--- src/design/fbs_pkg.sv ---
// Package for the frame byte stuffer: item types, descriptor type and framing codes.
`default_nettype none

package fbs_pkg;

    localparam logic [7:0] HEAD_BYTE = 8'hF1;
    localparam logic [7:0] TAIL_BYTE = 8'hF2;
    localparam logic [7:0] ESC_BYTE  = 8'hF0;
    localparam logic [7:0] ESC_TAIL  = 8'h00;
    localparam logic [7:0] ESC_HEAD  = 8'h01;
    localparam logic [7:0] ESC_ESC   = 8'h02;

    localparam int QUEUE_DEPTH = 4;
    localparam int QUEUE_AW    = $clog2(QUEUE_DEPTH);

    typedef struct packed {
        logic [7:0] data_byte;
        logic       frame_first;
        logic       frame_last;
    } in_item_t;

    typedef struct packed {
        logic [7:0] out_byte;
        logic       frame_end;
        logic       run_last;
    } out_item_t;

    typedef struct packed {
        out_item_t r0;
        out_item_t r1;
        logic      two;
    } desc_t;

    typedef struct packed {
        logic  empty;
        desc_t head;
    } queue_stat_t;

endpackage

`default_nettype wire

--- src/design/fbs_front.sv ---
// Front end: classifies an input byte into a one- or two-result descriptor.
`default_nettype none

module fbs_front (
    input  wire fbs_pkg::in_item_t item,
    output fbs_pkg::desc_t         desc
);
    import fbs_pkg::*;

    always_comb
    begin
        desc.r0   = '{out_byte: item.data_byte, frame_end: 1'b0, run_last: 1'b1};
        desc.r1   = '{out_byte: TAIL_BYTE, frame_end: 1'b1, run_last: 1'b1};
        desc.two  = 1'b0;
        if (item.frame_first)
        begin
            desc.r0.out_byte = HEAD_BYTE;
            desc.r0.run_last = ~item.frame_last;
            desc.two         = item.frame_last;
        end
        else if (item.frame_last)
        begin
            desc.r0 = '{out_byte: TAIL_BYTE, frame_end: 1'b1, run_last: 1'b1};
        end
        else if (item.data_byte == HEAD_BYTE || item.data_byte == TAIL_BYTE ||
                 item.data_byte == ESC_BYTE)
        begin
            desc.r0.out_byte  = ESC_BYTE;
            desc.r0.run_last  = 1'b0;
            desc.r1.frame_end = 1'b0;
            desc.two          = 1'b1;
            case (item.data_byte)
                HEAD_BYTE: desc.r1.out_byte = ESC_HEAD;
                TAIL_BYTE: desc.r1.out_byte = ESC_TAIL;
                default:   desc.r1.out_byte = ESC_ESC;
            endcase
        end
    end

endmodule

`default_nettype wire

--- src/design/fbs_queue.sv ---
// Descriptor queue between the front end and the serializer.
`default_nettype none

module fbs_queue (
    input  wire                      clk,
    input  wire                      rst_n,
    input  wire                      wr_en,
    input  wire fbs_pkg::desc_t      wr_desc,
    input  wire                      rd_en,
    output logic                     full,
    output fbs_pkg::queue_stat_t     stat
);
    import fbs_pkg::*;

    desc_t                 mem_reg [QUEUE_DEPTH];
    logic [QUEUE_AW-1:0]   wr_ptr_reg, wr_ptr_next;
    logic [QUEUE_AW-1:0]   rd_ptr_reg, rd_ptr_next;
    logic [QUEUE_AW:0]     count_reg, count_next;
    logic                  do_wr, do_rd;

    assign full       = (count_reg == (QUEUE_AW+1)'(QUEUE_DEPTH));
    assign stat.empty = (count_reg == '0);
    assign stat.head  = mem_reg[rd_ptr_reg];
    assign do_wr      = wr_en & ~full;
    assign do_rd      = rd_en & ~stat.empty;

    always_comb
    begin
        wr_ptr_next = do_wr ? wr_ptr_reg + 1'b1 : wr_ptr_reg;
        rd_ptr_next = do_rd ? rd_ptr_reg + 1'b1 : rd_ptr_reg;
        count_next  = count_reg;
        if (do_wr && !do_rd)
        begin
            count_next = count_reg + 1'b1;
        end
        else if (do_rd && !do_wr)
        begin
            count_next = count_reg - 1'b1;
        end
    end

    always_ff @(posedge clk)
    begin
        if (do_wr)
        begin
            mem_reg[wr_ptr_reg] <= wr_desc;
        end
    end

    always_ff @(posedge clk or negedge rst_n)
    begin
        if (!rst_n)
        begin
            wr_ptr_reg <= '0;
            rd_ptr_reg <= '0;
            count_reg  <= '0;
        end
        else
        begin
            wr_ptr_reg <= wr_ptr_next;
            rd_ptr_reg <= rd_ptr_next;
            count_reg  <= count_next;
        end
    end

endmodule

`default_nettype wire

--- src/design/fbs_back.sv ---
// Back end: serializes descriptors into results through an output register.
`default_nettype none

module fbs_back (
    input  wire                        clk,
    input  wire                        rst_n,
    input  wire fbs_pkg::queue_stat_t  stat,
    output logic                       q_pop,
    output logic                       empty,
    input  wire                        pop,
    output fbs_pkg::out_item_t         result
);
    import fbs_pkg::*;

    out_item_t res_reg, res_next;
    logic      valid_reg, valid_next;
    logic      phase_reg, phase_next;
    logic      load;

    assign load   = ~valid_reg | pop;
    assign empty  = ~valid_reg;
    assign result = res_reg;

    always_comb
    begin
        res_next   = res_reg;
        valid_next = valid_reg & ~pop;
        phase_next = phase_reg;
        q_pop      = 1'b0;
        if (load && !stat.empty)
        begin
            valid_next = 1'b1;
            res_next   = phase_reg ? stat.head.r1 : stat.head.r0;
            if (stat.head.two && !phase_reg)
            begin
                phase_next = 1'b1;
            end
            else
            begin
                phase_next = 1'b0;
                q_pop      = 1'b1;
            end
        end
    end

    always_ff @(posedge clk)
    begin
        res_reg <= res_next;
    end

    always_ff @(posedge clk or negedge rst_n)
    begin
        if (!rst_n)
        begin
            valid_reg <= 1'b0;
            phase_reg <= 1'b0;
        end
        else
        begin
            valid_reg <= valid_next;
            phase_reg <= phase_next;
        end
    end

endmodule

`default_nettype wire

--- src/design/frame_byte_stuffer.sv ---
// Top level of the frame byte stuffer: front end, descriptor queue, serializer.
//
//  channel  | handshake        | payload
//  ---------+------------------+-------------------------------------------
//  input    | push / full      | item   : data_byte, frame_first, frame_last
//  result   | empty / pop      | result : out_byte, frame_end, run_last
//
// A request goes through the combinational classifier into a 4-entry queue;
// the serializer then loads its first result into the output register. It
// emits one result per cycle while pop takes them, so a plain byte yields one
// result and an escaped or head+tail byte two. Reset empties the queue and the
// output register. full rises only when the queue holds four descriptors; a
// result waiting on pop blocks push only once the queue has filled behind it.
`default_nettype none

module frame_byte_stuffer (
    input  wire                      clk,
    input  wire                      rst_n,
    input  wire                      push,
    output logic                     full,
    input  wire fbs_pkg::in_item_t   item,
    output logic                     empty,
    input  wire                      pop,
    output fbs_pkg::out_item_t       result
);
    import fbs_pkg::*;

    desc_t       desc;
    queue_stat_t stat;
    logic        q_pop;

    fbs_front u_front (
        .item (item),
        .desc (desc)
    );

    fbs_queue u_queue (
        .clk     (clk),
        .rst_n   (rst_n),
        .wr_en   (push),
        .wr_desc (desc),
        .rd_en   (q_pop),
        .full    (full),
        .stat    (stat)
    );

    fbs_back u_back (
        .clk    (clk),
        .rst_n  (rst_n),
        .stat   (stat),
        .q_pop  (q_pop),
        .empty  (empty),
        .pop    (pop),
        .result (result)
    );

    a_tail_form: assert property (@(posedge clk) disable iff (!rst_n)
        (!empty && result.frame_end) |-> (result.out_byte == TAIL_BYTE && result.run_last))
        else $error("tail result malformed");

    a_esc_not_last: assert property (@(posedge clk) disable iff (!rst_n)
        (!empty && result.out_byte == ESC_BYTE) |-> !result.run_last)
        else $error("escape byte marked as last of run");

    a_pair_follows: assert property (@(posedge clk) disable iff (!rst_n)
        (!empty && pop && !result.run_last) |=> !empty)
        else $error("second result of a pair not ready");

    a_no_push_full: assert property (@(posedge clk) disable iff (!rst_n)
        (full && !pop) |=> full)
        else $error("queue drained without results being taken");

endmodule

`default_nettype wire
--- config.mk ---
export PLATFORM = sky130hd
export DESIGN_NAME = frame_byte_stuffer
export DESIGN_NICKNAME = d
export VERILOG_FILES = /design/src/design/fbs_pkg.sv /design/src/design/fbs_front.sv /design/src/design/fbs_queue.sv /design/src/design/fbs_back.sv /design/src/design/frame_byte_stuffer.sv
export SDC_FILE = /design/constraint.sdc
export NUM_CORES = 1
export LEC_CHECK = 0
export BUFFER_PORTS_ARGS = -buffer_cell sky130_fd_sc_hd__buf_2
export CORE_ASPECT_RATIO = 0.7
export CORE_MARGIN = 10
export CORE_UTILIZATION = 44
export DETAILED_ROUTE_END_ITERATION = 6
export PLACE_DENSITY = 0.63
export SETUP_SLACK_MARGIN = 0.4
export SLEW_MARGIN = 20
export SYNTH_ARGS = -nofsm -noshare
export SYNTH_HDL_FRONTEND = slang
export SYNTH_SLANG_ARGS = --single-unit
--- constraint.sdc ---
create_clock -name clk -period 2.1 [get_ports clk]
set_clock_uncertainty 0.05 [all_clocks]
set_input_delay 0.21 -clock clk [delete_from_list [all_inputs] [get_ports clk]]
set_output_delay 0.21 -clock clk [all_outputs]
set_load 0.1 [all_outputs]
Word-level counts from Yosys, hierarchy flattened
Memory sizes are Yosys's and may differ from the RTL's.
Index checks and enable logic that the tools add are counted.
- bits in read-only memories: 0
- latch bits: 0
- output and inout port bits: 12
- bits of input ports: 14
- memories: 1
- logic and storage cells: 61
- bits in writable memories: 80
- register bits after elaboration: 19
- memories (name ; depth ; width ; rd ports ; clocked after Yosys merged registers in ; wr ports ; line ; text):
    u_queue.mem_reg ; 4 ; 20 ; 1 ; 0 ; 1 ; fbs_queue.sv:15 ; desc_t mem_reg [QUEUE_DEPTH];
- shift-type cells: 0
- add/subtract/negate cells: 4
- muxes and demuxes: 23
- reductions and logical operators: 12
- magnitude comparators: 0
- bitwise logic cells: 9
- multipliers: 0
- equality and inequality tests: 4
- div/mod/pow operators: 0
- operators by type and width (operator ; number):
    $eq 8x8->1 const B ; 3
    $mux 8 ; 3
    $mux 10 ; 2
    $mux 9 ; 2
    $mux 1 ; 13
    $mux 3 ; 2
    $not 1->1 ; 5
    $add 2x1->2 const B ; 2
    $logic_and 1x1->1 ; 4
    $logic_not 1->1 ; 4
    $pmux 2 s2 ; 1
    $add 3x1->3 const B ; 1
    $and 1x1->1 ; 3
    $eq 3x3->1 const B ; 1
    $logic_not 3->1 ; 1
    $sub 3x1->3 const B ; 1
    $logic_or 1x1->1 ; 2
    $reduce_bool 2->1 ; 1
    $or 1x1->1 ; 1

Depth between registers and ports, before layout
Gate-level depths: netlist (run 1).
- depth after elaboration: 8
- mapped depth: 10

Cells and area by module
Synthesis (run 1) repeated with hierarchy kept, for this count alone.
- cells, all modules: 209
- area total of the unflattened synthesis: 4242.8 um^2
- by module, submodules not included (module ; times used ; sequential area each (um^2) ; cells each ; area an instance (um^2)):
    fbs_queue ; 1 ; 2697.6 ; 146 ; 3464.6
    fbs_back ; 1 ; 350.3 ; 30 ; 564.3
    fbs_front ; 1 ; 0.0 ; 33 ; 214.0

Least setup slack after synthesis (run 1)
Ideal clock, no wire load.
- kind: flip-flop to flip-flop
- start: reg u_queue.count_reg[1]
- end: reg u_queue.count_reg[1]
- slack: -946 ps
- arrival time: 2871 ps
- clock period less this slack: 3046 ps
- path buffers: 1
- setup time: 125 ps
- required time: 1925 ps
- stages on the path, launching flop included: 8
- cell sequence: dfrtp_1 > nor3b_2 > nor2b_1 > buf_2 > ha_1 > inv_1 > fa_1 > mux2_2
- elaborated cells on any way between the ends: 18
- classes of those cells: 2 x add/sub; 1 x eq/ne; 3 x mux; 4 x bitwise; 8 x reduce/logical
- RTL lines (element ; line ; text):
    start, declared ; fbs_queue.sv:18 ; logic [QUEUE_AW:0] count_reg, count_next;
    start signal, assigned ; fbs_queue.sv:62 ; count_reg <= count_next;
    $eq 3x3->1 ; fbs_queue.sv:21 ; assign full = (count_reg == (QUEUE_AW+1)'(QUEUE_DEPTH));
    named net full ; frame_byte_stuffer.sv:20 ; output logic full,
    $not 1->1 ; fbs_queue.sv:24 ; assign do_wr = wr_en & ~full;
    $and 1x1->1 ; fbs_queue.sv:24 ;
    named net u_queue.do_wr ; fbs_queue.sv:19 ; logic do_wr, do_rd;
    $logic_and 1x1->1 ; fbs_queue.sv:32 ; if (do_wr && !do_rd)
    $mux 3 ; fbs_queue.sv:32 ;
    named net u_queue.count_next[1] ; fbs_queue.sv:18 ;
The timed path passes the listed nets, and every way through them passes these cells. The select of a mux whose other input is x is not followed.
A chain may end at the register's enable or synchronous reset.

Worst setup path in the final report (run 1)
- start: reg u_queue.rd_ptr_reg[0]
- end: reg u_queue.count_reg[1]
- cells in the longest elaborated chain, start to end: 8
- elaborated cells on any way between the ends: 10
- classes of those cells: 3 x mux; 1 x bitwise; 5 x reduce/logical; 1 x memory
- RTL lines (element ; line ; text):
    start, declared ; fbs_queue.sv:17 ; logic [QUEUE_AW-1:0] rd_ptr_reg, rd_ptr_next;
    start signal, assigned ; fbs_queue.sv:61 ; rd_ptr_reg <= rd_ptr_next;
    $mem_v2 4x20 ; -- ;
    $logic_and 1x1->1 ; fbs_back.sv:34 ; if (stat.head.two && !phase_reg)
    $mux 1 ; fbs_back.sv:34 ;
    $mux 1 ; fbs_back.sv:30 ; if (load && !stat.empty)
    $and 1x1->1 ; fbs_queue.sv:25 ; assign do_rd = rd_en & ~stat.empty;
    $logic_not 1->1 ; fbs_queue.sv:32 ;
    $logic_and 1x1->1 ; fbs_queue.sv:32 ;
    $mux 3 ; fbs_queue.sv:32 ;
    named net u_queue.count_next[1] ; fbs_queue.sv:18 ;
The timed path passes the listed nets, and every way through them passes these cells.

==> metrics.md, run 1 <==
| Metric | Value |
|---|---|
| Min Hold Slack | `0.163 ns` |
| Vias in the first global route | `1743` |
| Total track usage | `11.5%` |
| Grt total ovfl | `0` |
| Die area | `11100 um2` |
| Starting Density | `46.3%` |
| EDFF count, synth | `66` |
| Final WS setup | `-0.0825 ns` |
| Period Utilization, post-route | `104%` |
| Final Max Tran Viols | `0` |
| Port bufs | `25` |
| Status | `complete, but fails checks` |
| Syn_area_per_cell | `17.9 um2` |
| Setup Viol. Count Final | `1` |
| Finished Cell Area | `3780 um2` |
| Sw Share | `40.1%` |
| Pin count of the biggest net entering global routing | `17` |
| R2r setup slk | `-0.08 ns` |
| Worst setup EP type | `register` |
| CTS tree | `yes` |
| Final WL | `6180 um` |
| Hold EP | `u_queue.mem_reg[3][18]` |
| HPWL Detailed | `3800 um` |
| Worst Hold Class | `input pin to register` |
| Synthesized cell area | `3190 um2` |
| Worst reg2reg path startpoint | `u_queue.rd_ptr_reg[0]` |
| Max IR drop VDD | `1.78 mV` |
| Worst-skew pair later-pin latency | `0.35 ns` |
| Max reg flops | `56` |
| GPL Wtd Cong | `0.739` |
| Critical Path RT | `2.29 ns` |
| Failing checks | `negative setup slack` |
| CTS H-tree lvls | `3` |
| Post-synthesis cell type count | `38` |
| Layout cells sized above 1 | `40.6%` |
| Comb pwr share | `46.5%` |
| WHS Path Cells | `2` |
| Worst R2R Path Depth | `8` |
| Startpoint types | `register` |
| DP Worst Slack | `-0.150 ns` |
| Sequential share of power | `37.2%` |
| Synth-to-Final Area Change | `18.6%` |
| CTS Buffer Depth | `2` |
| Net switching power | `2.40 mW` |
| Worst endpoint data arrival time | `2.38 ns` |
| Clock sink count | `75` |
| Die H | `91.2 um` |
| Net Count, Synth | `198` |
| F_max | `458 MHz` |
| Pwr dens | `1580 nW/um2` |
| Post-DR wirelength/cell | `18.9 um` |
| Critical-path top delay cell | `mux4_2` |
| Slew @ Worst Pin | `0.504 ns` |
| Seq/Total Area, Yosys | `69.3%` |
| Area after DPL | `3490 um2` |
| # diodes | `0` |
| Max-cap viol count | `0` |
| Yosys Warn Count | `0` |
| CORE AREA | `6880 um2` |
| Yosys reg bits | `75` |
| LEAKAGE | `1.38 nW` |
| DR pass1 iterations | `4` |
| Ys flop type | `edfxtp_1` |
| Pint | `3.58 mW` |
| WS Path Type | `register to register` |
| Final Util | `54.9%` |
| Layout net count | `249` |
| Row cnt | `25` |
| Worst Path Max Fanout | `2` |
| Fin. Hold Viols | `0` |
| Worst flop-to-flop path endpoint | `u_queue.count_reg[1]` |
| CTS Root Buffer Type | `clkbuf_8` |
| Via count | `1705` |
| Worst-path clk slew | `0.08 ns` |
| Via-to-Cell Ratio | `5.20` |
| Min Tclk post-route | `2.18 ns` |
| Number of nets with antenna violations after routing | `0` |
| CP cell instances | `mux4_2, inv_2, o21ai_1, buf_4, ha_4, inv_2, fa_1, mux2_4` |
| Worst Min Path Start | `item[8]` |
| Antenna violations before repair | `0` |
| Max incr delay on CP | `0.54 ns` |
| DIE WIDTH | `122 um` |
| Global-route wire length before repair | `9560 um` |
| Critical Path Most Common Cell | `inv_2` |
| Drt drc | `0` |
| Cells after synthesis | `178` |
| RSZ-0062 raised after global routing | `true` |
| Io pins | `26` |
| Clock share of power | `16.2%` |
| Num CTS Buffers | `9` |
| Async SR Flop Fraction | `12.0%` |
| Iteration-0 DRC Markers | `96` |
| Worst rel slew slack | `66.1%` |
==> worst max-delay path by stage <==
stage               slack [ns]                   from              endpoint
floorplan                -0.51   u_queue.count_reg[0]  u_queue.count_reg[1]
global placement         -0.09  u_queue.rd_ptr_reg[0]  u_queue.count_reg[1]
detailed placement       -0.15  u_queue.rd_ptr_reg[0]  u_queue.count_reg[1]
CTS                       -0.1  u_queue.rd_ptr_reg[0]  u_queue.count_reg[1]
global route             -0.16  u_queue.rd_ptr_reg[0]  u_queue.count_reg[1]
finish                   -0.08  u_queue.rd_ptr_reg[0]  u_queue.count_reg[1]
==> power groups by stage <==
stage	Sequential [mW]	Clock, mW	Combinational [mW]
after floorplan	3.00	0	1.15
after global placement	2.22	0	2.34
after detailed placement	2.25	0	2.40
after CTS	2.22	0.994	2.68
after global routing	2.26	1.06	2.97
final	2.23	0.972	2.78
==> worst max-delay path: cells and delay by family (launching register included) <==
family / cells / cell delay, ns
mux: 2 / 0.81
fa+ha+maj: 2 / 0.55
flops: 1 / 0.38
buf+inv: 3 / 0.24
compound gates: 1 / 0.05
==> cells in the final DEF (no fill, tap or decap), types with 3 or more instances in the layout <==
cell type   Yosys  final
edfxtp_1       66     66
buf_2           3     24
mux4_2          1     13
buf_4           0     11
clkbuf_8        0      9
inv_1          12      8
and2_4          0      8
dfrtp_1         9      8
o21ai_0         8      5
nand2_1         5      4
nor2_1          4      4
inv_2           0      4
ha_1            5      4
nor2b_1         4      3
or3_1           3      3
and2_1          7      3
o21ai_1         0      3
mux2_2          4      3
xor2_1          3      3
clkinvlp_4      0      3
buf_6           1      3
==> cell usage after synthesis, types with 2 or more instances <==
cell       n  share of area [%]
a211o_1    2               0.55
a31o_2     2               0.55
and2_1     7                1.4
buf_2      3               0.47
dfrtp_1    9                7.1
edfxtp_1  66                 62
ha_1       5                2.0
inv_1     12                1.4
mux2_2     4                1.4
mux2i_1    2               0.63
mux4_1    13                 11
nand2_1    5               0.59
nand2b_1   2               0.39
nor2_1     4               0.47
nor2b_1    4               0.79
nor3_1     2               0.31
nor4_1     2               0.39
o21ai_0    8                1.3
or3_1      3               0.59
xnor2_1    3               0.82
xor2_1     3               0.82
==> per-layer routing <==
layer,vias up,GRT usage (%),wire [um],share of wire [%]
met2,45,17.4,2760,45
li1,791,-,-,-
met4,0,4.46,106,1.7
met3,13,4.64,393,6.4
met1,856,14.4,2920,47
met5,-,0,0,0
==> stage by stage <==
stage                     instances  power, mW  setup TNS, ns
final                           328       5.98        -0.0825
after global routing            328       6.29         -0.203
after CTS                       326       5.90        -0.0961
after detailed placement        302       4.65         -0.235
after global placement          302       4.57         -0.111
after floorplan                 178       4.15          -6.66
==> cell type report <==
class	instances	area (um2)
Clock buffer	9	124
Clock inverter	7	50.0
Fill cell	576	3100
Inverter	12	45.0
Multi-Input combinational cell	89	920
Sequential cell	75	2210
Tap cell	94	118
Timing Repair Buffer	42	314
==> cells by family (layout without fill, tap and decap cells) <==
kind of cell | Yosys count | after routing | share of synthesized area, %
multiplexers | 20 | 20 | 13.5
adder cells (fa/ha/maj) | 6 | 6 | 2.59
flip-flops | 75 | 75 | 69.3
XOR/XNOR | 6 | 6 | 1.65
AND/OR/NAND/NOR | 36 | 40 | 6.56
buffers and inverters | 18 | 70 | 2.98
AO/OA/AOI/OAI | 17 | 17 | 3.50
==> repair_timing <==
action                                  in CTS  in global routing
hold endpoints to repair                     9                  0
pin swaps                                    5                  2
buffers inserted                             2                  2
gates resized for setup                     19                 21
gates cloned                                 5                  0
endpoints found under the setup margin      68                 21
hold buffers                                 1                  0
Note: power is estimated with default switching activity, not from simulation.
==> run 2, diff against run 1 <==
- CORE_ASPECT_RATIO: 0.7 -> unset
- REMOVE_ABC_BUFFERS: unset -> 1
- SLEW_MARGIN: 20 -> unset
==> run 2 against run 1 <==
  * Total power decreased by 1.7%
  * Largest power group unchanged
  * The flow still finishes with violations (negative setup slack)
  * Sequential power about the same
  * Core utilization is 0.36 points higher
  * Flip-flop and latch count is the same
  * Via count is 0.18% higher
  * Highest routed layer unchanged
  * Routed wire length fell by 3.8%
  * Non-clock buffer count up 3
  * Die area is 0.49% lower
==> metrics.md, run 2 (synthesis gave the netlist of run 1 again) <==
| Metric | Value |
|---|---|
| Status | `complete, but fails checks` |
| Failing checks | `negative setup slack` |
| Iteration-0 DRC Markers | `61 (-36%)` |
| F_max | `476 MHz (+3.9%)` |
| Die H | `105 um (+15%)` |
| Worst setup EP type | `register` |
| CTS tree | `yes` |
| Antenna violations before repair | `0 (unchanged)` |
| Via-to-Cell Ratio | `5.21 (+0.18%)` |
| # diodes | `0 (unchanged)` |
| Drt drc | `0 (unchanged)` |
| Non-filler cells, final | `328 (unchanged)` |
| Final Util | `55.3% (+0.36 points)` |
| Min Tclk post-route | `2.10 ns (-0.0810 ns)` |
| Post-DR wirelength/cell | `18.1 um (-3.8%)` |
| HPWL Detailed | `3570 um (-6.0%)` |
| Worst rel slew slack | `66.9% (+0.86 points)` |
| Most common cell after layout, fill and taps aside | `edfxtp_1` |
| LEAKAGE | `1.39 nW (+1.3%)` |
| CTS Root Buffer Type | `clkbuf_8` |
| Most frequent cells in the layout | `edfxtp_1 (66), buf_2 (24), buf_4 (11)` |
| Setup Viol. Count Final | `1 (unchanged)` |
| Port bufs | `25 (unchanged)` |
| Worst-skew pair later-pin latency | `0.34 ns (about the same)` |
| CORE AREA | `6910 um2 (+0.36%)` |
| Worst Hold Class | `input pin to register` |
| Pwr dens | `1540 nW/um2 (-2.7%)` |
| Total track usage | `10.5% (-0.95 points)` |
| Die area | `11000 um2 (-0.49%)` |
| Starting Density | `46.1% (-0.17 points)` |
| Clock sink count | `75 (unchanged)` |
| Fin. Hold Viols | `0 (unchanged)` |
| Pin count of the biggest net entering global routing | `17 (unchanged)` |
| Finished Cell Area | `3820 um2 (+1.0%)` |
| RSZ-0062 raised after global routing | `true` |
| Grt total ovfl | `0 (unchanged)` |
| Max IR drop VDD | `0.606 mV (-66%)` |
| Global-route wire length before repair | `8970 um (-6.2%)` |
| Number of nets with antenna violations after routing | `0 (unchanged)` |
| Post-Route Setup TNS | `-0.00148 ns (+0.0810 ns)` |
| Final WL | `5950 um (-3.8%)` |
| Period Utilization, post-route | `100% (-3.9 points)` |
| Slew @ Worst Pin | `0.492 ns (-0.0128 ns)` |
| Layout net count | `248 (-0.40%)` |
| Final Max Tran Viols | `0 (unchanged)` |
| WS Path Type | `register to register` |
| Worst Path Max Fanout | `2 (unchanged)` |
| Max-cap viol count | `0 (unchanged)` |
| Critical Path RT | `2.28 ns (about the same)` |
| Area after DPL | `3480 um2 (-0.32%)` |
| Final WS setup | `-0.00148 ns (+0.0810 ns)` |
| CTS Buffer Depth | `2 (unchanged)` |
| Num CTS Buffers | `9 (unchanged)` |
| Synth-to-Final Area Change | `19.8%` |
| GPL Wtd Cong | `0.796 (+7.7%)` |
| Worst endpoint data arrival time | `2.29 ns (-0.09 ns)` |
| Via count | `1708 (+0.18%)` |
| Worst-path clk slew | `0.07 ns (about the same)` |
| FILL cells | `589 (+2.3%)` |
| DIE WIDTH | `105 um (-14%)` |
| R2r setup slk | `-0.001 ns (+0.08 ns)` |
| Io pins | `26 (unchanged)` |
| Layout cells sized above 1 | `38.4% (-2.2 points)` |
| DR pass1 iterations | `6 (+2)` |
| Vias in the first global route | `1731 (-0.69%)` |
| Max reg flops | `56 (unchanged)` |
| Row cnt | `30 (+20%)` |
| Min Hold Slack | `0.167 ns (+0.00420 ns)` |
| CTS H-tree lvls | `3 (unchanged)` |
| Placed cells | `306 (+1.3%)` |
| Startpoint types | `register` |
## run 2: changes by cell type in the layout (fill, tap and decap cells not counted), sizes merged
| cell | delta |
|---|---|
| inv | -2 |
| buf | +2 |
| and2 | -4 |
| clkbuf | +2 |
## run 2: metrics by stage
step                      power, mW  setup WS, ns
final                          5.88      -0.00148
after global routing           6.20       -0.0793
after CTS                      5.52        0.0304
after detailed placement       4.56       -0.0904
after global placement         4.54       -0.0451
after floorplan                3.99         -1.09
## run 2: what timing repair did
item                                   CTS  global route
endpoints found under the hold margin    9             0
hold buffers                             1             0
pin swaps                                0             4
gates resized for setup                  7            44
buffers inserted                         1             4
cloned                                   0             1
setup endpoints to repair               22            70
## run 2: final cells by class
class / count / area [um2] / area share (%)
clock buffer: 10 / 128 / 3.34
multi-input combinational: 85 / 920 / 24.1
timing repair buffer: 45 / 367 / 9.60
sequential: 75 / 2210 / 57.8
inverter: 12 / 45.0 / 1.18
clock inverter: 5 / 31.3 / 0.819
tap: 96 / 120 / 3.15
## run 2: power breakdown
| group | total [mW] | leakage [nW] | internal, mW | switching [mW] |
|---|---|---|---|---|
| clock network | 0.907 | 0.0718 | 0.415 | 0.492 |
| registers | 2.22 | 0.699 | 2.10 | 0.125 |
| logic | 2.75 | 0.624 | 1.03 | 1.72 |
## run 2: worst max-delay path: stages, from the launching register on
cell and delay [ns]:
dfrtp_1 0.39, mux4_2 0.54, inv_2 0.07, o21ai_2 0.07
ha_4 0.17, inv_2 0.05, fa_2 0.41, mux2_2 0.26
## run 2: path summary, 6_finish.rpt
check / to / cells past startpoint / from
worst max register to register: u_queue.count_reg[1] / 7 / u_queue.rd_ptr_reg[0]
worst max-delay path: u_queue.count_reg[1] / 7 / u_queue.rd_ptr_reg[0]
worst min register to register: u_queue.count_reg[2] / 1 / u_queue.count_reg[2]
worst min-delay path: u_queue.mem_reg[1][18] / 2 / item[8]
min in group asynchronous: u_queue.count_reg[0] / 2 / rst_n
max in group asynchronous: u_queue.wr_ptr_reg[0] / 2 / rst_n
## run 2: routing by layer
layer  vias up  part of all wire (%)  wire (um)  global-route usage [%]
li1        786                     -          -                       -
met1       871                    44       2630                    12.0
met2        41                    50       2950                    17.3
met3        10                   5.1        305                    3.87
met4         0                   1.0         61                    4.71
met5         -                     0          0                       0
